$ cat config.mk
export PLATFORM = sky130hd
export DESIGN_NAME = solar_charge_switch_controller
export DESIGN_NICKNAME = d
export VERILOG_FILES = /design/src/design/scsc_pkg.sv /design/src/design/solar_charge_switch_controller.sv
export SDC_FILE = /design/constraint.sdc
export NUM_CORES = 1
export LEC_CHECK = 0
export ABC_AREA = 1
export BUFFER_PORTS_ARGS = -buffer_cell sky130_fd_sc_hd__buf_2
export CAP_MARGIN = 40
export CORE_MARGIN = 4
export CORE_UTILIZATION = 65
export DETAILED_ROUTE_END_ITERATION = 6
export HOLD_SLACK_MARGIN = 0.15
export PLACE_DENSITY_LB_ADDON = 0.2
export SYNTH_ARGS = -nofsm -noshare
export SYNTH_HDL_FRONTEND = slang
export SYNTH_SLANG_ARGS = --single-unit
$ cat constraint.sdc
create_clock -name clock -period 7 [get_ports clock]
set_input_delay 0.35 -clock clock [delete_from_list [all_inputs] [get_ports clock]]
set_output_delay 0.35 -clock clock [all_outputs]
set_load 0.005 [all_outputs]
$ cat src/design/scsc_pkg.sv
// Package for the solar charge switch controller.
// Holds field widths, register indexes, reset values and the sample word type.
// Depends on nothing.
package scsc_pkg;

   localparam int unsigned MvWidth    = 16;
   localparam int unsigned StepWidth  = 11;
   localparam int unsigned DacWidth   = 12;
   localparam int unsigned PeriodWidth = 8;
   localparam int unsigned CsrIdxWidth = 3;
   localparam int unsigned CsrDataWidth = 16;

   // Register indexes on the csr port
   localparam logic [CsrIdxWidth-1:0] CSR_BATTERY_FULL = 3'd0;
   localparam logic [CsrIdxWidth-1:0] CSR_PANEL_ON     = 3'd1;
   localparam logic [CsrIdxWidth-1:0] CSR_BATTERY_LOW  = 3'd2;
   localparam logic [CsrIdxWidth-1:0] CSR_PANEL_LOW    = 3'd3;
   localparam logic [CsrIdxWidth-1:0] CSR_DAC_STEP     = 3'd4;
   localparam logic [CsrIdxWidth-1:0] CSR_DAC_MAX      = 3'd5;
   localparam logic [CsrIdxWidth-1:0] CSR_REPORT_PERIOD = 3'd6;

   // Reset values of registers and state
   localparam logic [MvWidth-1:0]     BATTERY_FULL_RST  = 16'd12000;
   localparam logic [MvWidth-1:0]     PANEL_ON_RST      = 16'd20000;
   localparam logic [MvWidth-1:0]     BATTERY_LOW_RST   = 16'd10500;
   localparam logic [MvWidth-1:0]     PANEL_LOW_RST     = 16'd30000;
   localparam logic [StepWidth-1:0]   DAC_STEP_RST      = 11'd100;
   localparam logic [DacWidth-1:0]    DAC_MAX_RST       = 12'd1200;
   localparam logic [PeriodWidth-1:0] REPORT_PERIOD_RST = 8'd15;
   localparam logic [DacWidth-1:0]    DAC_LEVEL_RST     = 12'd1200;

   // One sample set as held in the input register
   typedef struct packed {
      logic [MvWidth-1:0] panel_volt_mv;
      logic [MvWidth-1:0] panel_curr_ma;
      logic [MvWidth-1:0] battery_volt_mv;
   } sample_type;

endpackage

$ cat src/design/solar_charge_switch_controller.sv
// Top level of the solar charge switch controller.
// One sample set in, one switch/setpoint word out; uses scsc_pkg.
// Contains the input register, the control logic and the result register.

// Every sample word passes through the input register and then the
// result register. While rsp_stall is low, a new word is accepted in
// every cycle, so the sustained rate is one word per clock; the only
// stall source is rsp_stall, which backs up through the two registers
// (req_stall rises when the input register is full and the result
// register cannot drain). Each word updates the battery and panel switch
// levels from the threshold registers (with a low-battery shutoff that
// overrides a close in the same word), tracks the peak panel current while
// the panel is on, and steps the converter setpoint down when the current
// rose or up when it fell, whenever the current sits below that peak. The
// setpoint is clamped to 0..dac_max_mv on every word with the panel on and
// dac_write marks those words. report_now fires when the 8-bit word counter
// equals report_period, which then clears the counter. Write csr registers
// only while no word is in flight.
module solar_charge_switch_controller (
   input  logic                                 clock,
   input  logic                                 reset,
   // sample words
   input  logic                                 req_valid,
   output logic                                 req_stall,
   input  logic [scsc_pkg::MvWidth-1:0]         req_panel_volt_mv,
   input  logic [scsc_pkg::MvWidth-1:0]         req_panel_curr_ma,
   input  logic [scsc_pkg::MvWidth-1:0]         req_battery_volt_mv,
   // result words
   output logic                                 rsp_valid,
   input  logic                                 rsp_stall,
   output logic                                 rsp_battery_switch,
   output logic                                 rsp_panel_switch,
   output logic [scsc_pkg::DacWidth-1:0]        rsp_dac_setpoint_mv,
   output logic                                 rsp_dac_write,
   output logic                                 rsp_report_now,
   // configuration
   input  logic                                 csr_write,
   input  logic [scsc_pkg::CsrIdxWidth-1:0]     csr_index,
   input  logic [scsc_pkg::CsrDataWidth-1:0]    csr_data
);
   import scsc_pkg::*;

   // configuration registers
   logic [MvWidth-1:0]     battery_full_ff;
   logic [MvWidth-1:0]     panel_on_ff;
   logic [MvWidth-1:0]     battery_low_ff;
   logic [MvWidth-1:0]     panel_low_ff;
   logic [StepWidth-1:0]   dac_step_ff;
   logic [DacWidth-1:0]    dac_max_ff;
   logic [PeriodWidth-1:0] report_period_ff;

   // controller state
   logic                   bat_level_ff, bat_level_in;
   logic                   pan_level_ff, pan_level_in;
   logic [DacWidth-1:0]    dac_level_ff, dac_level_in;
   logic [MvWidth-1:0]     peak_curr_ff, peak_curr_in;
   logic [MvWidth-1:0]     last_curr_ff, last_curr_in;
   logic [PeriodWidth-1:0] report_cnt_ff, report_cnt_in;
   logic                   write_in, report_in;

   // pipeline registers
   logic                   s1_valid_ff;
   sample_type             s1_word_ff;
   logic                   out_valid_ff;
   logic                   out_bat_ff;
   logic                   out_pan_ff;
   logic [DacWidth-1:0]    out_dac_ff;
   logic                   out_write_ff;
   logic                   out_report_ff;

   logic                   out_free;
   logic                   s1_go;
   logic                   req_take;

   // handshake: the result register frees when empty or drained this cycle
   assign out_free  = !out_valid_ff || !rsp_stall;
   assign s1_go     = s1_valid_ff && out_free;
   assign req_stall = s1_valid_ff && !out_free;
   assign req_take  = req_valid && !req_stall;

   // configuration writes
   always_ff @(posedge clock) begin
      if (reset) begin
         battery_full_ff  <= BATTERY_FULL_RST;
         panel_on_ff      <= PANEL_ON_RST;
         battery_low_ff   <= BATTERY_LOW_RST;
         panel_low_ff     <= PANEL_LOW_RST;
         dac_step_ff      <= DAC_STEP_RST;
         dac_max_ff       <= DAC_MAX_RST;
         report_period_ff <= REPORT_PERIOD_RST;
      end else if (csr_write) begin
         unique case (csr_index)
            CSR_BATTERY_FULL:  battery_full_ff  <= csr_data;
            CSR_PANEL_ON:      panel_on_ff      <= csr_data;
            CSR_BATTERY_LOW:   battery_low_ff   <= csr_data;
            CSR_PANEL_LOW:     panel_low_ff     <= csr_data;
            CSR_DAC_STEP:      dac_step_ff      <= csr_data[StepWidth-1:0];
            CSR_DAC_MAX:       dac_max_ff       <= csr_data[DacWidth-1:0];
            CSR_REPORT_PERIOD: report_period_ff <= csr_data[PeriodWidth-1:0];
            default: ;  // index beyond the register list: drop the write
         endcase
      end
   end

   // control logic on the word in the input register
   logic                panel_on;
   logic                bat_full;
   logic                shutoff;
   logic [DacWidth:0]   level_up;
   logic [DacWidth:0]   level_step;
   logic [DacWidth-1:0] level_wide_max;

   always_comb begin
      panel_on = s1_word_ff.panel_volt_mv >= panel_on_ff;
      bat_full = s1_word_ff.battery_volt_mv >= battery_full_ff;
      shutoff  = (s1_word_ff.battery_volt_mv < battery_low_ff)
               && (s1_word_ff.panel_volt_mv < panel_low_ff);

      // battery switch: open when full, close when charging, then shutoff wins
      bat_level_in = bat_level_ff;
      if (bat_full) begin
         bat_level_in = 1'b0;
      end
      if (panel_on && !bat_full) begin
         bat_level_in = 1'b1;
      end
      if (shutoff) begin
         bat_level_in = 1'b0;
      end
      pan_level_in = panel_on;

      // tracking step; the sum is one bit wider to catch overflow past max
      level_up  = {1'b0, dac_level_ff} + {2'b00, dac_step_ff};
      level_step = {1'b0, dac_level_ff};
      peak_curr_in = peak_curr_ff;
      if (s1_word_ff.panel_curr_ma > peak_curr_ff) begin
         peak_curr_in = s1_word_ff.panel_curr_ma;
      end else if (s1_word_ff.panel_curr_ma < peak_curr_ff) begin
         if (s1_word_ff.panel_curr_ma > last_curr_ff) begin
            // current rose: step down, floor at zero
            if ({1'b0, dac_level_ff} < {2'b00, dac_step_ff}) begin
               level_step = '0;
            end else begin
               level_step = {1'b0, dac_level_ff} - {2'b00, dac_step_ff};
            end
         end else if (s1_word_ff.panel_curr_ma < last_curr_ff) begin
            level_step = level_up;
         end
      end
      level_wide_max = level_step[DacWidth-1:0];
      if (level_step > {1'b0, dac_max_ff}) begin
         level_wide_max = dac_max_ff;
      end

      // panel off: hold setpoint and current history
      if (panel_on) begin
         dac_level_in = level_wide_max;
         last_curr_in = s1_word_ff.panel_curr_ma;
         write_in     = 1'b1;
      end else begin
         dac_level_in = dac_level_ff;
         peak_curr_in = peak_curr_ff;
         last_curr_in = last_curr_ff;
         write_in     = 1'b0;
      end

      // report counter
      if (report_cnt_ff == report_period_ff) begin
         report_in     = 1'b1;
         report_cnt_in = '0;
      end else begin
         report_in     = 1'b0;
         report_cnt_in = report_cnt_ff + 1'b1;
      end
   end

   // state advances when the word leaves the input register
   always_ff @(posedge clock) begin
      if (reset) begin
         bat_level_ff  <= 1'b1;
         pan_level_ff  <= 1'b1;
         dac_level_ff  <= DAC_LEVEL_RST;
         peak_curr_ff  <= '0;
         last_curr_ff  <= '0;
         report_cnt_ff <= '0;
      end else if (s1_go) begin
         bat_level_ff  <= bat_level_in;
         pan_level_ff  <= pan_level_in;
         dac_level_ff  <= dac_level_in;
         peak_curr_ff  <= peak_curr_in;
         last_curr_ff  <= last_curr_in;
         report_cnt_ff <= report_cnt_in;
      end
   end

   // input register
   always_ff @(posedge clock) begin
      if (reset) begin
         s1_valid_ff <= 1'b0;
      end else if (req_take) begin
         s1_valid_ff <= 1'b1;
      end else if (s1_go) begin
         s1_valid_ff <= 1'b0;
      end
   end

   always_ff @(posedge clock) begin
      if (req_take) begin
         s1_word_ff.panel_volt_mv   <= req_panel_volt_mv;
         s1_word_ff.panel_curr_ma   <= req_panel_curr_ma;
         s1_word_ff.battery_volt_mv <= req_battery_volt_mv;
      end
   end

   // result register: load on advance, drop when taken
   always_ff @(posedge clock) begin
      if (reset) begin
         out_valid_ff <= 1'b0;
      end else if (s1_go) begin
         out_valid_ff <= 1'b1;
      end else if (!rsp_stall) begin
         out_valid_ff <= 1'b0;
      end
   end

   always_ff @(posedge clock) begin
      if (s1_go) begin
         out_bat_ff    <= bat_level_in;
         out_pan_ff    <= pan_level_in;
         out_dac_ff    <= dac_level_in;
         out_write_ff  <= write_in;
         out_report_ff <= report_in;
      end
   end

   assign rsp_valid           = out_valid_ff;
   assign rsp_battery_switch  = out_bat_ff;
   assign rsp_panel_switch    = out_pan_ff;
   assign rsp_dac_setpoint_mv = out_dac_ff;
   assign rsp_dac_write       = out_write_ff;
   assign rsp_report_now      = out_report_ff;

endmodule

==> metrics.cfg, run 1 <==
[floorplan]
fp.coreArea_um2 = 17500
die_area_um2 = 20400
start_util_pct = 67.2
io_pins = 90
dieWidth_um = 143
die_h_um = 143
core.rowCount = 48

[clock_network]
cts_max_path_buffers = 3
clk_pin_slew_worst_paths_ns = 0.06
post_cts_buffers = 0
clock_latency_ns = 0.50
htreeDepth = 1
cts_tree = done
cts_made_buffers = 23
cts-root-buf = clkbuf_16
cts.sinks = 213

[synthesis]
syn_area_per_cell_um2 = 7.95
async_flop_share_pct = 0
ys_seq_elements = 213
synth_top_cell_by_area = dfxtp_1
synth_cell_types = 46
synth_top_cell_area_share_pct = 25.5
syn-cell-area_um2 = 11800
synth_nets = 1685
synth-warning-count = 0
syn_inst = 1482
ys_seq_area_share_pct = 41.5
synth-edff-count = 63
synth-main-ff-cell = dfxtp_1
synthTopCellsByArea = dfxtp_1 (25%), edfxtp_1 (16%), ha_1 (14%)

[finish]
drive_gt1_share_pct = 10.4
num_antenna_cells = 0
post-route-cell-area_um2 = 13600
area_growth_pct = 15.2
final_cells = 1847
finalNetCount = 1809

[sta]
setup-tns-final_ns = 0
worst_pin_slew_ns = 0.824
holdWs_ns = 0.193
drv_slew = 0
slew-limit-headroom_pct = 44.9
timing.final.crit_share_pct = 59.8
finalSetupViolCount = 0
rsz0062_at_grt = no
skew_ns = 0.0129
fin_crit_ns = 4.19
hold_viol_final = 0
fmax_mhz = 239

[setup_path]
end_kind = flip-flop
required_ns = 7.25
start_kind = flip-flop
crit_start = s1_word_ff[27]
r2r_start = s1_word_ff[27]
critical_path_arrival_ns = 4.44
critPathMaxFanout = 14
cpPeakStageDelay_ns = 0.44
ff2ff_path_depth = 30
slowest_stage = edfxtp_1
critical_path_class = reg -> reg
crit_path_frequent_cell = nand2_1

[placement]
place_congestion = 0.964
portBuffers = 89
dp_cells = 1753
placed_area_um2 = 12400
dp_hpwl_um = 20600

[job]
maxCapViolCount = 0

[power]
vdd_drop_max_mv = 0.249
power.total_mw = 3.15
p_per_area_nw_per_um2 = 232
power_leakage_nw = 6.23

[global_route]
grt_antenna_before_repair = 1
grt_use_total_pct = 28.8
grt_max_degree = 65
grt_pass1_wl_um = 48000
overflow = 0
grt_pass1_vias = 9956

[worst_hold_path]
hp-class = in -> reg
worstHoldStart = req_valid
min_path_cells = 3

[drt]
num_vias = 10400
initialDrtViolationCount = 676
dr.pass1.iters = 7
routedWlPerCell_um = 16.1
drc = 0
ant_nets = 0
vias_per_cell = 5.61
drt-total-wl_um = 29700

[outcome]
status = finished, final reports clean

[logic make-up (layout without fill, tap and decap cells)]
family,Yosys count,after routing,synth area share (%)
AO/OA/AOI/OAI,353,353,16.2
AND/OR/NAND/NOR,496,496,17.9
flip-flops,213,213,41.5
buffers and inverters,274,414,9.18
XOR/XNOR,15,15,1.11
adder cells (fa/ha/maj),131,131,14.0
[area by class of cell]
type | count | area (um2)
inverters | 224 | 841
clock buffers | 30 | 612
flip-flops and latches | 213 | 4890
well taps | 225 | 282
repair buffers | 149 | 1060
fillers | 1265 | 3960
clock inverters | 11 | 76.3
multi-input cells | 995 | 5810
[cell usage after synthesis (2+ instances only)]
master	count
nand2_1	292
inv_1	220
a21oi_1	167
dfxtp_1	150
ha_1	129
o21ai_0	127
nor2_1	90
edfxtp_1	63
nand3_1	47
clkbuf_1	33
o211ai_1	28
nand4_1	14
nand2_2	12
xor2_1	10
buf_4	8
nor3_1	8
buf_2	7
nand3b_1	6
or2_2	6
a21oi_2	5
o21ai_2	5
xnor2_1	5
a31oi_1	4
nand3_2	4
nor2_2	4
o21ai_1	4
a21o_1	3
and2_1	3
inv_2	3
nor3b_1	3
o21a_1	3
buf_6	2
fa_1	2
nor4_1	2
o31ai_1	2
[per-layer routing]
metal  share of wire, %  global-route usage (%)  up-vias
li1                   -                       -     5156
met1                 42                    38.4     4738
met2                 47                    49.2      400
met3                7.1                    3.48       69
met4                3.0                    9.30        0
met5                  0                       0        -
[stage by stage]
| stage | util (%) | worst slack (ns) |
|---|---|---|
| 2_1_floorplan | - | 3.66 |
| 3_3_place_gp | 70.2 | 3.02 |
| 3_5_place_dp | 70.5 | 2.92 |
| 4_1_cts | 77.4 | 2.88 |
| 5_1_grt | 77.4 | 2.33 |
| 6_report | 77.4 | 2.81 |
[power by group]
| part | internal [mW] | switching [mW] |
|---|---|---|
| Sequential | 1.34 | 0.0393 |
| Clock | 0.650 | 0.473 |
| Combinational | 0.237 | 0.405 |
| Total | 2.23 | 0.917 |
[worst max-delay path, delay by kind of cell, from the launching register on]
kind	cells	cell delay [ns]
flops	1	0.44
fa+ha+maj	2	0.62
simple gates	23	2.42
buf+inv	5	0.46
[cell usage in the layout, fill, tap and decap left out, drive strengths merged, types with 5 or more instances in the layout]
| cell | instances |
|---|---|
| buf | 96 |
| xnor2 | 5 |
| nand3 | 51 |
| o211ai | 28 |
| dfxtp | 150 |
| ha | 129 |
| clkinv | 10 |
| nand2 | 304 |
| edfxtp | 63 |
| clkbuf | 30 |
| dlygate4sd3 | 53 |
| nand3b | 6 |
| a21oi | 172 |
| or2 | 7 |
| xor2 | 10 |
| inv | 223 |
| nor3 | 9 |
| nand4 | 14 |
| o21ai | 136 |
| nor2 | 94 |
[repair_timing]
action                                  4_1_cts  5_1_grt
gates resized for setup                       0        0
endpoints found under the setup margin        0        0
hold buffers                                 53        0
hold endpoints to repair                     57        0
[path summary, 6_finish.rpt]
kind                             to  slack (ns)
min reg2reg         last_curr_ff[4]        0.45
min                     s1_valid_ff        0.19
max          rsp_dac_setpoint_mv[5]        2.81
max reg2reg  rsp_dac_setpoint_mv[5]        2.81
[flip-flops by register name, summed over array words and instances, names as in the netlist]
| name | count |
|---|---|
| dac_level_ff | 12 |
| rsp_battery_switch | 1 |
| s1_word_ff | 48 |
| battery_low_ff | 16 |
| last_curr_ff | 16 |
| battery_full_ff | 16 |
| peak_curr_ff | 16 |
| dac_max_ff | 12 |
| rsp_dac_setpoint_mv | 12 |
| dac_step_ff | 11 |
| panel_on_ff | 16 |
| panel_low_ff | 16 |
| report_cnt_ff | 8 |
| s1_valid_ff | 1 |
| rsp_valid | 1 |
| rsp_panel_switch | 1 |
| report_period_ff | 8 |
| bat_level_ff | 1 |
| rsp_report_now | 1 |
(Power assumes the default switching activity.)
==> run 2: changes to the inputs <==
--- a/config.mk
+++ b/config.mk
@@ -9,7 +9,7 @@
 export BUFFER_PORTS_ARGS = -buffer_cell sky130_fd_sc_hd__buf_2
 export CAP_MARGIN = 40
 export CORE_MARGIN = 4
-export CORE_UTILIZATION = 65
+export CORE_UTILIZATION = 55
 export DETAILED_ROUTE_END_ITERATION = 6
 export HOLD_SLACK_MARGIN = 0.15
 export PLACE_DENSITY_LB_ADDON = 0.2
==> constraint.sdc (replaced) <==
create_clock -name clock -period 3.6 [get_ports clock]
set_input_delay 0.18 -clock clock [delete_from_list [all_inputs] [get_ports clock]]
set_output_delay 0.18 -clock clock [all_outputs]
set_load 0.005 [all_outputs]
==> metrics.cfg, run 2 (synthesis results as in run 1) <==
[finish]
largest_register = s1_word_ff
final_util_pct = 71.0
mostFrequentLayoutCell = nand2_1
fill_cells = 1602
area_growth_pct = 26.7
layout.cells.most_common_list = nand2_1 (261), inv_1 (210), a21oi_1 (157), dfxtp_1 (146), o21ai_0 (123)
multiInputGateArea_um2 = 6230
drive_gt1_share_pct = 20.1
largest_reg_flops = 48
seq_area_um2 = 4900
finalNetCount = 1912
num_antenna_cells = 0

[floorplan]
dieWidth_um = 154
io_pins = 90
core.rowCount = 53
start_util_pct = 56.1
die_area_um2 = 23800
fp.coreArea_um2 = 21000
die_h_um = 154

[setup_path]
ff2ff_path_depth = 24
start_kind = flip-flop
critical_path_class = reg -> reg
r2r_start = s1_word_ff[31]
reg2reg_setup_slack_ns = 0.05
required_ns = 3.88
end_kind = flip-flop
critPathMaxFanout = 8
timing.rr.end = rsp_dac_setpoint_mv[5]
critical_path_arrival_ns = 3.83

[power]
p_seq_share_pct = 40.5
vdd_drop_max_mv = 0.396
clkPwrFrac_pct = 35.1
p_per_area_nw_per_um2 = 443
power_leakage_nw = 6.76
power.total_mw = 6.62
p_int_mw = 4.62
power_frac_comb_pct = 24.4
swShare_pct = 30.2
switching_power_mw = 2.00

[job]
maxCapViolCount = 0

[sta]
skew_ns = 0.0143
fmax_mhz = 282
slew-limit-headroom_pct = 47.5
rsz0062_at_grt = yes
hold_viol_final = 0
drv_slew = 0
fin_crit_ns = 3.55
finalSetupViolCount = 0
timing.final.crit_share_pct = 98.6
worst_pin_slew_ns = 0.784

[placement]
portBuffers = 89
dp_hpwl_um = 21800
place_congestion = 0.954

[drt]
num_vias = 10600
initialDrtViolationCount = 675
drc = 0
routedWlPerCell_um = 15.8
vias_per_cell = 5.28
ant_nets = 0
drt-total-wl_um = 31600
dr.pass1.iters = 5

[clock_network]
cts_made_buffers = 25
clk_pin_slew_worst_paths_ns = 0.06
cts.sinks = 213
cts_max_path_buffers = 3
cts-root-buf = clkbuf_16
htreeDepth = 1
clock_latency_ns = 0.53
cts_tree = done

[outcome]
status = finished, final reports clean

[global_route]
grt_use_total_pct = 25.7
grt_antenna_before_repair = 0
grt_pass1_wl_um = 50500
grt_pass1_vias = 10300
grt_max_degree = 97
overflow = 0

[worst_hold_path]
worstHoldStart = csr_index[0]
hp-class = in -> reg
min_to = report_period_ff[1]
min_path_cells = 6

## run 2: cell types whose count changed in the layout (fill, tap and decap cells not counted), sizes merged
| cell | before | now |
|---|---|---|
| bufinv | 1 | 0 |
| dlygate4sd3 | 53 | 67 |
| clkinv | 10 | 9 |
| clkbuf | 30 | 34 |
| buf | 96 | 183 |
| inv | 223 | 225 |
| clkinvlp | 1 | 2 |
## run 2: through the flow
step           hold slack [ns]  setup WS [ns]  cell area (um2)  setup TNS, ns  std cells
2_1_floorplan            0.279          0.262            11800              0       1482
3_3_place_gp             0.356         0.0331            12900              0       1874
3_5_place_dp             0.358        -0.0603            13000         -0.344       1875
4_1_cts                  0.165        0.00621            14500              0       1994
5_1_grt                  0.220         -0.150            14900          -1.27       2003
6_report                 0.176         0.0518            14900              0       2003
## run 2: worst max-delay path by stage
| stage | from | depth (start not counted) | to | slack (ns) |
|---|---|---|---|---|
| floorplan | s1_word_ff[23] | 31 | rsp_dac_setpoint_mv[0] | 0.26 |
| global placement | s1_word_ff[25] | 28 | rsp_dac_setpoint_mv[10] | 0.03 |
| detailed placement | s1_word_ff[22] | 30 | rsp_dac_setpoint_mv[10] | -0.06 |
| CTS | s1_word_ff[23] | 28 | rsp_dac_setpoint_mv[5] | 0.006 |
| global route | s1_word_ff[25] | 25 | rsp_dac_setpoint_mv[5] | -0.15 |
| finish | s1_word_ff[31] | 24 | rsp_dac_setpoint_mv[5] | 0.05 |
## run 2: metal layers
metal	vias up	GRT usage, %	part of all wire [%]
met2	282	44.9	49
met4	0	7.78	2.7
met1	4874	33.0	43
met5	-	0	0
li1	5370	-	-
met3	59	3.72	5.7
## run 2: power groups by stage
stage | Sequential (mW) | Combinational (mW) | Clock [mW]
after floorplan | 2.71 | 0.895 | 0
after global placement | 2.73 | 1.31 | 0
after detailed placement | 2.73 | 1.34 | 0
after CTS | 2.68 | 1.45 | 2.36
after global routing | 2.69 | 1.80 | 2.46
final | 2.68 | 1.61 | 2.32
## run 2: repair_timing
action | in CTS | in global routing
hold buffers | 67 | 0
hold endpoints to repair | 143 | 0
cloned | 0 | 1
resized for setup | 21 | 91
buffers inserted | 6 | 8
pin swaps | 6 | 23
endpoints found under the setup margin | 17 | 24
## run 2: final cells by class
class	count	share of cell area, %
clock buffer	34	4.48
inverter	224	5.68
clock inverter	12	0.561
multi-input combinational	995	41.7
sequential	213	32.8
timing repair buffer	250	12.5
tap	275	2.30
## run 2: critical path, cell delays in order, from the launching register on
cell and delay, ns:
edfxtp_1 0.43, buf_4 0.18, ha_4 0.22, a21o_1 0.17
a31oi_1 0.17, nand2_2 0.09, a21oi_4 0.22, buf_2 0.21
nand2_1 0.09, nor2_1 0.11, nand2_1 0.11, nand2_1 0.08
ha_1 0.23, nand2_1 0.08, inv_1 0.06, nand2_1 0.06
nand2_1 0.04, nand2_1 0.05, nand2_1 0.06, nand2_2 0.07
nand2_4 0.08, buf_6 0.15, nand2_2 0.07, nand3_2 0.10
and2_4 0.15
